## config.mk

```make
export PLATFORM = sky130hd
export DESIGN_NAME = nops_table
export DESIGN_NICKNAME = d
export VERILOG_FILES = /design/src/rtl/core/nops_pkg.sv /design/src/rtl/core/nops_table.sv
export SDC_FILE = /design/constraint.sdc
export NUM_CORES = 1
export LEC_CHECK = 0
export ABC_CLOCK_PERIOD_IN_PS = 17900
export BUFFER_PORTS_ARGS = -buffer_cell sky130_fd_sc_hd__buf_2
export CORE_AREA = 10 10 248 250
export CTS_BUF_LIST = sky130_fd_sc_hd__clkbuf_8
export CTS_CLUSTER_SIZE = 10
export DETAILED_ROUTE_END_ITERATION = 8
export DIE_AREA = 0 0 258 260
export GPL_TIMING_DRIVEN = 0
export PLACE_DENSITY = 0.61
export SYNTH_ARGS = -nofsm -noshare
export SYNTH_HDL_FRONTEND = slang
export SYNTH_SLANG_ARGS = --single-unit
```

## constraint.sdc

```tcl
create_clock -name clk -period 17.9 [get_ports clk]
set_input_delay 0.895 -clock clk [delete_from_list [all_inputs] [get_ports clk]]
set_output_delay 0.895 -clock clk [all_outputs]
set_load 0.005 [all_outputs]
```

## src/rtl/core/nops_pkg.sv

```systemverilog
package nops_pkg;

  localparam int COORD_W    = 24;
  localparam int NEAR_W     = 25;
  localparam int DIFF_W     = 26;
  localparam int MAG_W      = 25;
  localparam int SQ_W       = 50;
  localparam int SUM_W      = 52;
  localparam int DIST_W     = 55;
  localparam int IDX_W      = 4;
  localparam int CIDX_W     = 6;
  localparam int ENT_W      = 3;
  localparam int IN_DATA_W  = 224;
  localparam int OUT_DATA_W = 136;

  localparam logic MODE_LOAD  = 1'b0;
  localparam logic MODE_QUERY = 1'b1;

  typedef logic signed [COORD_W-1:0] coord_t;
  typedef logic signed [NEAR_W-1:0]  near_t;

  typedef struct packed {
    coord_t z;
    coord_t y;
    coord_t x;
  } offset_t;

  // one candidate point of a query
  typedef struct packed {
    logic              vld;
    logic [CIDX_W-1:0] idx;
    near_t             z;
    near_t             y;
    near_t             x;
  } pt_t;

  typedef struct packed {
    pt_t              pt;
    logic [SUM_W-1:0] dsq;
  } cand_t;

  // right side wins only when strictly nearer, so ties keep the lower index
  function automatic cand_t cand_pick(cand_t a, cand_t b);
    cand_t r;
    r = a;
    if (b.pt.vld && (!a.pt.vld || (b.dsq < a.dsq))) begin
      r = b;
    end
    return r;
  endfunction

endpackage

```

## src/rtl/core/nops_table.sv

```systemverilog
module nops_table #(
  parameter int NUM_TARGETS = 8
) (
  input  logic                         clk,
  input  logic                         rst_n,
  input  logic                         wr_en,
  input  logic [nops_pkg::ENT_W-1:0]   wr_idx,
  input  nops_pkg::offset_t            wr_ent,
  output nops_pkg::offset_t            ent [NUM_TARGETS],
  output logic [NUM_TARGETS-1:0]       busy
);
  import nops_pkg::*;

  offset_t ent_r [NUM_TARGETS];

  for (genvar k = 0; k < NUM_TARGETS; k++) begin : g_ent
    // slots past the index range are never written
    always_ff @(posedge clk) begin
      if (!rst_n) begin
        ent_r[k] <= '0;
      end else if (wr_en && (32'(wr_idx) == k)) begin
        ent_r[k] <= wr_ent;
      end
    end

    assign ent[k]  = ent_r[k];
    assign busy[k] = (ent_r[k] != '0);
  end

endmodule

```

==> results.md <==
* Outcome: completed
* Fmax at about 240 MHz
* Synth warn at 0
* Cells after Synth at ~1400
* CP cell instances: nor4_1, and4_1, nand3_1, or4_1, buf_2
* Startpoint types: flop
* Critical Path RT at between 15 and 20 ns
* GP Congestion at roughly 0.91
* Area Overhead vs Synth at 29.0%
* Sum Neg Setup Slack at 0 ns
* Leakage at about 12 nW
* Vias per inst at 5.31
* Power consumption at 3.00 mW
* Mapped Area at roughly 0.023 sq mm
* Launch point of the worst path: ent_r[1][221]$_SDFFCE_PN0P_
* Cell area power density at between 100 and 150 mW/mm^2
* Worst path max stage delay at ~0.73 ns
* Number of flip-flops in the largest register at around 580
* Post-CTS Hold Fix Bufs at 0
* Post-route DRC at 0
* Horiz. Die Dim at around 260 microns
* Hold wc startpoint: wr_ent[31]
* Crit Path Class: reg -> out
* PortBufs at 660
* Max-slew headroom at 24.6%
* Final period util at between 20% and 30%
* CTS Buf Count at 96
* Gate power share at under 10%
* Die area at between 0.06 and 0.07 sq mm
* Layout cell share with drive strength beyond 1 at 38.7%
* Mean Syn Cell Area at 16.0 sq um
* Post-DP HPWL at about 76000 microns
* Largest net degree at the start of global routing at 30
* Max-cap violations at 0
* CTS-repair resized insts at 0
* Critical path buffers and inverters at 1
* Drt first-iter violations at between 1500 and 2000
* Sw frac at 25.5%
* # IOs at ~660
* Storage element area at around 0.017 sq mm
* Setup Fix Bufs, Post-CTS at 0
* Reg clk slew, reported paths at 0.07 ns
* Via count at roughly 16000
* Internal at about 2.2 mW
* First-pass GRT wire length at 131000 microns
* Power share of the sequential group at ~55%
* Setup violators final at 0
* CP max-delay cell: nor4_1
* CORE AREA at 0.0563 sq mm
* Final net count at roughly 2300
* Setup crit end kind: output pin
* Max VDD drop at around 66 uV
* Final number of hold-violating endpoints at 0
* RSZ-0062 raised after global routing: false
* Htree depth at 3
* Clock share of power at 36.7%
* Drt pass-1 iters at 5
* Final Max Slew Viols at 0
* Yosys cell types at 22
* Clock root buffer: clkbuf_8
* Area occupied by multi-input gates at 0.00517 sq mm
* Biggest register: ent_r
* Routed len/inst at between 30 and 40 microns
* Initial Util at between 40 and 50%
* CTS Sinks at 576
* Fill cells at between 4000 and 5000
* Initial antenna violation count at 11
* Switch Pwr at about 0.76 mW
* Cell Rows at 87
* Worst hold path class: in -> reg
* Period minus WS final at between 4 and 5 ns
* Top flop regs: ent_r (576)
* CTS tree: yes
* Antenna viol nets, final at 0
* #FFs+latches synth at around 580
* Max Buffers Root-to-Sink at 3
* Slew @ Worst Pin at around 1.1 ns
* Critical Path Fanout Max at 2
* Post-Syn Nets at about 1500
* Vias in the first global route at between 15000 and 20000
* Gr usage total at between 20% and 30%
* Post-Route WL at around 97000 microns
* Die H at approximately 260 microns
* Gr ovfl total at 0
* Worst path arrival time at around 3.3 ns
* Crit path max-delay family: simple AND/OR/NAND/NOR gates
* Sequential fraction of the synthesis area at 75.9%
==> layout by cell type, fill, tap and decap left out, types with 8 or more instances in the layout <==
cell,netlist,routed
buf_2,0,660
and2_1,576,576
edfxtp_1,576,576
nor4_1,144,143
clkbuf_8,0,97
inv_1,0,35
clkbuf_2,34,34
nand4_1,24,24
buf_6,21,21
clkinv_1,0,17
clkinv_2,0,13
buf_12,0,13
and4_1,8,8
nand3_1,8,8
or4_1,8,8
==> final timing paths <==
check,depth (start not counted),endpoint
hold / removal,2,ent_r[1][103]$_SDFFCE_PN0P_
setup / recovery,5,busy[7]
==> per-layer routing <==
layer	GRT usage (%)	share of wire, %	wire length [microns]
met2	46.6	49	47600
met1	34.5	38	36500
met4	9.21	3.0	2910
met5	0	0	0
met3	7.62	9.8	9480
==> synthesized netlist by cell type <==
library cell  number  area, sq um
nand3b_4           1         20.0
and2_1           576         3600
nand4_1           24          150
or4_1              8         60.1
clkbuf_1           1         3.75
and4_1             8         70.1
o31ai_1            2         15.0
nand2_1            1         3.75
nor3_4             2         32.5
edfxtp_1         576        17300
nand2b_1           1         6.26
nor2_4             4         45.0
nor4_1           144          901
nor2_8             2         40.0
nand2_4            1         11.3
clkbuf_2          34          170
o21ai_0            6         30.0
nand3_4            1         17.5
nand3_1            8         40.0
buf_4              1         7.51
buf_6             21          236
nand2b_4           2         27.5
==> area by class of cell <==
cell class                 count  area share [%]
sequential                   576            58.8
multi-input combinational    791            17.6
timing repair buffer         684            12.9
clock buffer                  97            4.54
tap                          756            3.22
clock inverter                74            1.47
buffer                        57            1.42
antenna                        5          0.0425
==> kinds of logic after synthesis <==
group | after synthesis | synth area share, %
AND/OR/NAND/NOR | 783 | 22.1
flip-flops | 576 | 75.9
buffers and inverters | 57 | 1.83
AO/OA/AOI/OAI | 8 | 0.198
==> power by group through the flow <==
stage	logic [mW]	clock network (mW)	registers [mW]
after floorplan	0.0464	0	1.67
after global placement	0.234	0	1.70
after detailed placement	0.254	0	1.67
after CTS	0.254	1.11	1.65
after global routing	0.264	1.18	1.65
final	0.249	1.10	1.65
==> per-stage QoR <==
stage                     cells  instance area [sq um]  hold WS (ns)  worst slack, ns  util, %
after global routing       3037                  29400         0.574            13.65     52.2
after CTS                  3035                  29400         0.538            13.66     52.2
after floorplan            1424                  22800          1.09            10.91        -
after global placement     2840                  27000          1.29             6.96     48.0
after detailed placement   2864                  27600          1.30            14.41     49.1
final                      3040                  29400         0.597            13.69     52.3
No activity file was read; power rests on OpenSTA's default activity.
