`src/rtl/core/nops_pkg.sv`:
```
package nops_pkg;

  localparam int COORD_W    = 24;
  localparam int NEAR_W     = 25;
  localparam int DIFF_W     = 26;
  localparam int MAG_W      = 25;
  localparam int SQ_W       = 50;
  localparam int SUM_W      = 52;
  localparam int DIST_W     = 55;
  localparam int IDX_W      = 4;
  localparam int CIDX_W     = 6;
  localparam int ENT_W      = 3;
  localparam int IN_DATA_W  = 224;
  localparam int OUT_DATA_W = 136;

  localparam logic MODE_LOAD  = 1'b0;
  localparam logic MODE_QUERY = 1'b1;

  typedef logic signed [COORD_W-1:0] coord_t;
  typedef logic signed [NEAR_W-1:0]  near_t;

  typedef struct packed {
    coord_t z;
    coord_t y;
    coord_t x;
  } offset_t;

  // one candidate point of a query
  typedef struct packed {
    logic              vld;
    logic [CIDX_W-1:0] idx;
    near_t             z;
    near_t             y;
    near_t             x;
  } pt_t;

  typedef struct packed {
    pt_t              pt;
    logic [SUM_W-1:0] dsq;
  } cand_t;

  // right side wins only when strictly nearer, so ties keep the lower index
  function automatic cand_t cand_pick(cand_t a, cand_t b);
    cand_t r;
    r = a;
    if (b.pt.vld && (!a.pt.vld || (b.dsq < a.dsq))) begin
      r = b;
    end
    return r;
  endfunction

endpackage

```
`src/rtl/core/nops_dist.sv`:
```
module nops_dist (
  input  logic              clk,
  input  logic              en,
  input  nops_pkg::pt_t     pt,
  input  nops_pkg::offset_t tgt,
  output nops_pkg::cand_t   cand
);
  import nops_pkg::*;

  function automatic logic [MAG_W-1:0] abs_diff(near_t p, coord_t t);
    logic signed [DIFF_W-1:0] d;
    logic signed [DIFF_W-1:0] m;
    d = {p[NEAR_W-1], p} - {{(DIFF_W-COORD_W){t[COORD_W-1]}}, t};
    m = d[DIFF_W-1] ? -d : d;
    return m[MAG_W-1:0];
  endfunction

  logic [MAG_W-1:0] mag_r [3];
  pt_t              pa_r;
  logic [SQ_W-1:0]  sq_r [3];
  pt_t              pb_r;
  cand_t            cand_r;

  // abs difference, then squares, then the sum
  always_ff @(posedge clk) begin
    if (en) begin
      mag_r[0] <= abs_diff(pt.x, tgt.x);
      mag_r[1] <= abs_diff(pt.y, tgt.y);
      mag_r[2] <= abs_diff(pt.z, tgt.z);
      pa_r     <= pt;
      for (int a = 0; a < 3; a++) begin
        sq_r[a] <= mag_r[a] * mag_r[a];
      end
      pb_r       <= pa_r;
      cand_r.pt  <= pb_r;
      cand_r.dsq <= SUM_W'(sq_r[0]) + SUM_W'(sq_r[1]) + SUM_W'(sq_r[2]);
    end
  end

  assign cand = cand_r;

endmodule

```
`config.mk`:
```
export PLATFORM = sky130hd
export DESIGN_NAME = nops_dist
export DESIGN_NICKNAME = d
export VERILOG_FILES = /design/src/rtl/core/nops_pkg.sv /design/src/rtl/core/nops_dist.sv
export SDC_FILE = /design/constraint.sdc
export NUM_CORES = 2
export LEC_CHECK = 0
export BUFFER_PORTS_ARGS = -buffer_cell sky130_fd_sc_hd__buf_2
export CAP_MARGIN = 10
export CORE_ASPECT_RATIO = 1.25
export CORE_UTILIZATION = 45
export CTS_CLUSTER_SIZE = 24
export DETAILED_ROUTE_END_ITERATION = 12
export GPL_TIMING_DRIVEN = 0
export PLACE_DENSITY = 0.73
export SYNTH_ARGS = -nofsm -noshare
export SYNTH_HDL_FRONTEND = slang
export SYNTH_SLANG_ARGS = --single-unit
```
`constraint.sdc`:
```
create_clock -name clk -period 10.47 [get_ports clk]
set_input_delay 1.047 -clock clk [delete_from_list [all_inputs] [get_ports clk]]
set_output_delay 1.047 -clock clk [all_outputs]
set_load 0.01 [all_outputs]
```
==> impl_metrics.yaml <==
yosys:
  synthFlopType: "edfxtp_1"
  ys_top_cells_by_area: "fa_1, edfxtp_1, ha_1"
  syn_avg_cell_area_um2: 10.2
  synthXorXnorAreaFrac_pct: 3.77
  synth_compound_area_share_pct: 6.69
  async_flop_share_pct: 0
  ys_types: 84
  synthAdderAreaFrac_pct: 48.5
  synth_simple_gate_area_share_pct: 9.65
  synthCells: 7640
  syn-cell-area_um2: 77600
  synth_edf_count: 520
  ys_seq_elements: 520
  synthMuxAreaShare_pct: 0.135
  synth.top_cell.area_share_pct: 37.4
  ys_warn_count: 0
  yosys.area.top_type: "fa_1"
  synth_top_family_by_area: "adder cells"
  seq_area_frac_synth_pct: 20.1
finish:
  nets: 10300
  num-fill-cells: 15600
  drive_gt1_share_pct: 5.30
  area_growth_pct: 8.16
critical_path:
  rr_worst_depth: 26
  worstSetupPathType: "reg2reg"
  worst_setup_path_start_kind: "flop"
  end_kind: "flop"
  crit_required_ns: 10.86
  reg2reg_from: "mag_r[0][28]$_DFFE_PP_"
  crit_fanout: 10
  cp-startpoint: "mag_r[0][28]$_DFFE_PP_"
  cp.arrival_ns: 10.41
global_routing:
  grt_pass1_vias: 58400
  grt_usage_pct: 23.2
  grt_pass1_wl_um: 313000
  grt_antenna_before_repair: 8
  grt_max_degree: 129
  grt_overflow: 0
place:
  place_hpwl_um: 163000
  numPortBuffers: 289
  routabilityCongestion: 0.982
clock_tree:
  clockRootBuffer: "clkbuf_16"
  clock-sinks: 520
  cts-buffers-inserted: 56
  clk_latency_ns: 0.69
  cts_tree: "built"
  clk_path_buf_depth: 3
  cts_resized: 0
  cts_hold_buf: 0
  htree_levels: 2
  post_cts_buffers: 0
  clkTransAtPathRegs_ns: 0.08
sta:
  finalCritPeriodShare_pct: 95.6
  rsz0062_at_grt: "no"
  hold_violations: 0
  slew_viol_final: 0
  timing.fmax_mhz: 99.9
  tightest_slew_ns: 1.05
  relSlewSlack_pct: 29.5
  worst_clock_skew_ns: 0.0250
  finalWorstPathRequiredPeriod_ns: 10.01
  setup_tns_ns: 0
  setup_violations: 0
floorplanning:
  die_x_um: 373
  boundaryPins: 290
  rows: 170
  die-area_um2: 174000
  core_um2: 171000
  start_util_pct: 45.3
  fp.dieH_um: 466
route:
  avgViaCountPerCell: 5.24
  avgRoutedWirePerCell_um: 19.2
  antenna_left: 0
  drc_errors: 0
  vias: 53800
  routed_wl_um: 198000
  first_pass_iters: 6
  drtIter0Drc: 3454
min_path:
  hp-class: "reg2reg"
  min_path_cells: 0
  hp-start: "pa_r[68]$_DFFE_PP_"
flow_run:
  maxCapViolCount: 0
run_status:
  status: "finished clean"
[cell usage after synthesis, drive strengths merged, types with 12 or more instances]
library cell / n
o211ai: 17
or3: 14
inv: 2111
nand4: 25
nand2b: 30
nor2b: 55
nand3: 43
nand2: 620
xor2: 117
o21bai: 27
a31oi: 35
nor3: 39
ha: 685
a211oi: 26
o21ai: 136
xnor2: 217
o21a: 35
a21oi: 240
clkbuf: 174
nor4: 16
buf: 12
a21o: 141
o31ai: 20
and2: 387
or2: 12
edfxtp: 520
fa: 1451
and3: 34
nor2: 243
[worst paths after layout]
path                                end  slack (ns)
setup reg to reg  sq_r[0][98]$_DFFE_PP_        0.46
hold reg to reg      pb_r[68]$_DFFE_PP_        0.41
hold / removal       pb_r[68]$_DFFE_PP_        0.41
setup / recovery  sq_r[0][98]$_DFFE_PP_        0.46
[final cells by class]
class	count	area, um^2	share of cell area (%)
Timing Repair Buffer	294	1570	1.87
Sequential cell	520	15600	18.6
Clock inverter	37	488	0.582
Clock buffer	62	1450	1.72
Inverter	2111	7920	9.44
Buffer	186	707	0.842
Tap cell	2236	2800	3.33
Multi-Input combinational cell	4825	53400	63.6
Antenna cell	4	10.0	0.0119
[per-layer routing]
metal / vias to the layer above / wire, um / share of wire (%) / track usage (%)
met4: 0 / 12100 / 6.1 / 12.8
met5: - / 0 / 0 / 0
li1: 24100 / - / - / -
met3: 576 / 14500 / 7.3 / 3.61
met2: 2067 / 97600 / 49 / 40.1
met1: 27100 / 73400 / 37 / 27.6
[critical path, cell delays in order, from the launching register on]
cell and delay [ns]:
edfxtp_1 0.58, clkbuf_1 0.53, clkbuf_1 0.71, nand2_1 0.26
fa_1 0.58, inv_1 0.06, fa_1 0.51, fa_1 0.55
inv_1 0.05, fa_1 0.52, inv_1 0.06, fa_1 0.49
fa_1 0.49, inv_1 0.05, fa_1 0.69, inv_1 0.09
ha_1 0.39, and3_1 0.26, nand3_1 0.15, nor2_1 0.18
a221o_1 0.16, a31oi_1 0.12, o31ai_2 0.55, o221ai_1 0.33
o41ai_1 0.61, a221oi_1 0.24, xnor2_2 0.49
[cells in the final DEF, fill, tap and decap left out, types with 30 or more instances in the layout]
| cell type | instances |
|---|---|
| a21o_1 | 141 |
| a21oi_1 | 239 |
| a31oi_1 | 34 |
| and2_1 | 387 |
| and3_1 | 34 |
| buf_2 | 293 |
| clkbuf_1 | 179 |
| clkbuf_16 | 57 |
| edfxtp_1 | 520 |
| fa_1 | 1451 |
| ha_1 | 685 |
| inv_1 | 2111 |
| nand2_1 | 620 |
| nand2b_1 | 30 |
| nand3_1 | 42 |
| nor2_1 | 243 |
| nor2b_1 | 55 |
| nor3_1 | 39 |
| o21a_1 | 35 |
| o21ai_0 | 133 |
| xnor2_1 | 216 |
| xor2_1 | 117 |
[flip-flops by register name, summed over array words and instances (netlist names)]
signal and cells:
sq_r 147, cand 134, pa_r 82, pb_r 82
mag_r 75
[stage by stage]
stage          hold WS, ns  utilization, %  cell area [um^2]  setup slack [ns]  std cells
5_1_grt              0.418            48.9             83900            0.0719      10300
2_1_floorplan        0.400               -             77600              2.87       7642
6_report             0.412            48.9             83900             0.459      10300
3_5_place_dp         0.405            47.8             82000             0.139      10200
4_1_cts              0.415            48.9             83900            0.0821      10300
3_3_place_gp         0.400            47.7             81800             0.208      10200
[cell families (layout without fill, tap and decap cells)]
logic type,after synthesis,in the layout
multiplexers,10,10
buffers and inverters,2297,2690
adder cells (fa/ha/maj),2136,2136
other,1,7
flip-flops,520,520
AO/OA/AOI/OAI,796,796
AND/OR/NAND/NOR,1546,1546
XOR/XNOR,334,334
Power is left out: the tool's default activity adds up to more than one toggle a clock period on the data nets, which glitch-free logic cannot reach.
