## src/rtl/core/nops_pkg.sv

```systemverilog
package nops_pkg;

  localparam int COORD_W    = 24;
  localparam int NEAR_W     = 25;
  localparam int DIFF_W     = 26;
  localparam int MAG_W      = 25;
  localparam int SQ_W       = 50;
  localparam int SUM_W      = 52;
  localparam int DIST_W     = 55;
  localparam int IDX_W      = 4;
  localparam int CIDX_W     = 6;
  localparam int ENT_W      = 3;
  localparam int IN_DATA_W  = 224;
  localparam int OUT_DATA_W = 136;

  localparam logic MODE_LOAD  = 1'b0;
  localparam logic MODE_QUERY = 1'b1;

  typedef logic signed [COORD_W-1:0] coord_t;
  typedef logic signed [NEAR_W-1:0]  near_t;

  typedef struct packed {
    coord_t z;
    coord_t y;
    coord_t x;
  } offset_t;

  // one candidate point of a query
  typedef struct packed {
    logic              vld;
    logic [CIDX_W-1:0] idx;
    near_t             z;
    near_t             y;
    near_t             x;
  } pt_t;

  typedef struct packed {
    pt_t              pt;
    logic [SUM_W-1:0] dsq;
  } cand_t;

  // right side wins only when strictly nearer, so ties keep the lower index
  function automatic cand_t cand_pick(cand_t a, cand_t b);
    cand_t r;
    r = a;
    if (b.pt.vld && (!a.pt.vld || (b.dsq < a.dsq))) begin
      r = b;
    end
    return r;
  endfunction

endpackage

```

## src/rtl/core/nops_argmin.sv

```systemverilog
module nops_argmin #(
  parameter int NUM_LEAVES = 9
) (
  input  logic            clk,
  input  logic            en,
  input  nops_pkg::cand_t leaf [NUM_LEAVES],
  output nops_pkg::cand_t best
);
  import nops_pkg::*;

  localparam int LVL = $clog2(NUM_LEAVES);
  localparam int PAD = 1 << LVL;

  cand_t leaf_w [PAD];
  cand_t node_r [PAD-1];

  for (genvar j = 0; j < PAD; j++) begin : g_leaf
    if (j < NUM_LEAVES) begin : g_used
      assign leaf_w[j] = leaf[j];
    end else begin : g_pad
      assign leaf_w[j] = '0;
    end
  end

  // heap order: node i has children 2i+1 and 2i+2, leaves left to right
  for (genvar i = 0; i < PAD - 1; i++) begin : g_node
    cand_t lhs;
    cand_t rhs;
    if (2 * i + 1 >= PAD - 1) begin : g_from_leaf
      assign lhs = leaf_w[2 * i + 1 - (PAD - 1)];
      assign rhs = leaf_w[2 * i + 2 - (PAD - 1)];
    end else begin : g_from_node
      assign lhs = node_r[2 * i + 1];
      assign rhs = node_r[2 * i + 2];
    end

    always_ff @(posedge clk) begin
      if (en) begin
        node_r[i] <= cand_pick(lhs, rhs);
      end
    end
  end

  assign best = node_r[0];

endmodule

```

## config.mk

```make
export PLATFORM = sky130hd
export DESIGN_NAME = nops_argmin
export DESIGN_NICKNAME = d
export VERILOG_FILES = /design/src/rtl/core/nops_pkg.sv /design/src/rtl/core/nops_argmin.sv
export SDC_FILE = /design/constraint.sdc
export NUM_CORES = 2
export LEC_CHECK = 0
export BUFFER_PORTS_ARGS = -buffer_cell sky130_fd_sc_hd__buf_2
export CAP_MARGIN = 5
export CORE_AREA = 10 10 517 519
export DETAILED_ROUTE_END_ITERATION = 16
export DIE_AREA = 0 0 527 529
export PLACE_DENSITY_LB_ADDON = 0.2
export SLEW_MARGIN = 20
export SYNTH_ARGS = -nofsm -noshare
export SYNTH_HDL_FRONTEND = slang
export SYNTH_SLANG_ARGS = --single-unit
```

## constraint.sdc

```tcl
create_clock -name clk -period 4.6 [get_ports clk]
set_clock_uncertainty 0.1 [all_clocks]
set_input_delay 0.23 -clock clk [delete_from_list [all_inputs] [get_ports clk]]
set_output_delay 0.23 -clock clk [all_outputs]
set_load 0.02 [all_outputs]
```

==> summary.txt <==
Synth
  – Synth cell types: 44
  – Syn_area_per_cell: ~16 um^2
  – Cell count after synthesis: 4137
  – Main synth FF type: edfxtp_1
  – Syn. warnings: 0
  – Mapped cell area: 67070 um^2
  – Top cell type's share of synthesized area: between 60% and 70%
  – Seq cells post-synth: 1474
  – Ys async rst share: 0%
  – Post-synth EDFFs: 1474
  – Post-synthesis sequential area ratio: 65.99%
  – Top cells by area, synth: edfxtp_1 (66%), mux2_2 (16%), ha_1 (7.6%)
  – Synth area leader: edfxtp_1
  – Syn Nets: 5753

Layout
  – Layout cells sized above 1: a little under two fifths
  – Fillers: 24396
  – Largest regs: node_r (1474)
  – Final core occ: 38.02%
  – Area growth syn-to-layout: 45.26%
  – Final Net Count: 8530
  – Biggest register: node_r
  – Max FFs per register: 1474

Critical path
  – Critical Path Sink Type: flip-flop
  – Crit-path max cell delay: slightly above 1000 ps
  – R2r worst-path depth: 11
  – CP arrival: 5090 ps
  – Crit-path slowest cell: nor4_1
  – Start point of the critical path: leaf[855]
  – Reg-to-reg startpoint: node_r[0][179]
  – Worst path bufs/invs: 6
  – CP required: roughly 5000 ps
  – Crit-path cells: dlygate4sd3_1, buf_2, inv_1, ha_1, nand4_1, or2_2, nor2_1, nand4_1, nor4_1, buf_4, a211oi_4, buf_12, mux2_1, dlygate4sd3_1
  – CP max FO: just under 60
  – Top delay family on crit path: simple AND/OR/NAND/NOR gates
  – Setup CP Type: primary input to flip-flop
  – Startpoint types: primary input
  – Instance count on the critical path: 14

GRT
  – Number of antenna violations at the first check in global routing: 140
  – First-pass GRT wire length: between 300000 and 400000 um
  – Number of global-route vias before repair: between 40000 and 50000
  – Global Route Usage Sum: 17.62%
  – Largest net degree at the start of global routing: 156
  – Remaining global-route overflow: 0

Floorplanning
  – Row count: 186
  – Die footprint: 278800 um^2
  – Die width: between 500 and 600 um
  – IO Pins: around 1300
  – Placeable Area: 256200 um^2
  – Initial Util: a little over a quarter
  – Die Y: 529 um

Place
  – IO buf count: around 1300
  – GPL Wtd Cong: approximately 0.9
  – Hpwl dp: 199500 um

STA
  – Final hold violation count: 0
  – Setup TNS: -127.3 ps
  – Final Setup Violations: 6
  – Worst Max-Slew Pin Slew: 1115 ps
  – Unrepaired setup endpoints after global routing: false
  – Fin crit period: 4636 ps
  – Max-slew headroom: between 20% and 30%
  – Setup WS post-layout: -36.05 ps
  – Maximum clock frequency: 215.7 MHz
  – Pins Over Slew Limit: 0
  – Crit share post-route: 100.8%

Detailed routing
  – Initial DRC Count: 3349
  – Remaining antenna violation count after routing: 0
  – DRC violations left: 0
  – Vias per cell: between 4 and 5
  – WL/cell: 24.44 um
  – Via count: 45884
  – Final WL: 256700 um
  – Iteration count of the initial detailed-routing pass: 5

Worst hold path
  – Tightest Hold Check Type: primary input to flip-flop
  – Hold Path Cell Cnt: 2
  – Hold_sp: leaf[48]

Clock network
  – Worst-Skew Late Latency: 820 ps
  – Clk buf depth: 3
  – Root buffer cell: clkbuf_16
  – CTS buffer count: 173
  – Post-CTS setup buffers: 0
  – CTS tree: done
  – Sink Count: ~1500
  – Clock-pin slew on the worst setup and hold paths: ~60 ps
  – Htree depth: 4

Outcome
  – Failing checks: setup timing
  – Status: complete, but fails checks

Flow run
  – Max Cap Violations: 0

Power
  – Pwr dens: slightly below 400 nW/um^2
  – VDD IR max: 333.8 uV
  – Final Power: about 0.038 W
  – Pleak: 39.19 nW
[power breakdown]
| group | internal (W) | switching, W | total, W |
|---|---|---|---|
| registers | 0.0166 | 0.000687 | 0.0173 |
| logic | 0.00360 | 0.00331 | 0.00691 |
| clock network | 0.00820 | 0.00593 | 0.0141 |
[layout by cell type, fill, tap and decap left out, types with 7 or more instances in the layout]
cell and instances:
nor4_1 12, clkinv_1 40, a21oi_1 164, nor2_1 40
nand3_1 27, o211ai_1 7, buf_12 34, inv_1 418
buf_2 1340, buf_4 83, nor2b_1 14, nor3_1 16
clkbuf_16 173, edfxtp_1 1474, dlygate4sd3_1 1257, a211oi_1 21
diode_2 56, a21o_1 18, or2_2 9, mux2_1 103
clkbuf_1 33, ha_1 408, o21ai_0 70, nand2_1 116
mux2_2 961, bufinv_16 21, clkinv_16 13, nand2b_1 8
clkinv_2 30, nand4_1 64
[metrics by stage]
stage / instances / hold WS, ps / cell area, um^2 / setup slack, ps
2_1_floorplan: 4137 / 228.9 / 67070 / 1608
3_3_place_gp: 8865 / 300.5 / 78790 / -13.35
3_5_place_dp: 8866 / 304.5 / 78810 / 315.4
4_1_cts: 10446 / 0.2405 / 97280 / 86.42
5_1_grt: 10482 / 12.53 / 97380 / 56.47
6_report: 10502 / 85.24 / 97430 / -36.05
[Yosys cell counts, types with 4 or more instances]
library cell / number
a31oi_1: 6
nand3_1: 27
or2_2: 9
buf_4: 21
o21bai_1: 5
ha_1: 408
inv_1: 418
mux2_2: 961
a211oi_1: 22
nand4_1: 64
mux2_1: 103
o21ai_0: 70
clkbuf_1: 29
nand2_1: 116
o211ai_1: 7
nor3_1: 16
a21o_1: 18
nor2_1: 40
edfxtp_1: 1474
o2111ai_1: 4
or3_1: 5
buf_2: 62
a32oi_1: 4
a2111oi_0: 5
nor2b_1: 14
nor3b_1: 4
a21oi_1: 164
a41oi_1: 4
a221oi_1: 6
nand2b_1: 8
nor4_1: 13
[worst register-to-register path, cell delays in order (launching register included)]
cell      delay (ps)
edfxtp_1         390
inv_1             60
ha_1             290
nand2_1          140
nor4_1           370
nand2_1          150
nor3_1           480
o21ai_0          350
o22ai_4          300
buf_12           200
buf_12           280
mux2_2           390
[cell type report]
cell class                      count  area (um^2)  area share, %
Clock inverter                    117         1441          1.479
Clock buffer                      206         4453          4.570
Tap cell                         3384         4234          4.346
Multi-Input combinational cell   2133        20740          21.28
Timing Repair Buffer             2714        20590          21.14
Inverter                          418         1569          1.610
Antenna cell                       56        140.1         0.1438
Sequential cell                  1474        44260          45.43
[path summary, 6_finish.rpt]
path,to,slack [ps]
hold / removal,node_r[1][450],90
setup / recovery,node_r[1][103],-40
hold reg to reg,node_r[0][283],270
setup reg to reg,node_r[0][107],850
[repair_timing]
item                        CTS  global route
hold endpoints to repair    695             0
setup endpoints to repair     0            55
gates resized for setup       0             1
hold buffers               1257             0
[kinds of logic (layout without fill, tap and decap cells)]
logic type / count (synthesis) / after routing / synth area share, %
mux: 1064 / 1064 / 17.86
other cells: 0 / 56 / 0
buf+inv: 530 / 3455 / 3.199
compound gates: 337 / 337 / 2.946
flops: 1474 / 1474 / 65.99
simple gates: 324 / 324 / 2.390
fa+ha+maj: 408 / 408 / 7.611
[metal layers]
layer | GRT usage, % | vias up | wire length [um]
met4 | 5.872 | 44 | 9535
met3 | 4.457 | 439 | 15980
met1 | 20.53 | 22477 | 101800
met5 | 0 | - | 289
met2 | 31.51 | 1510 | 129000
li1 | - | 21414 | -
(Power assumes the default switching activity.)
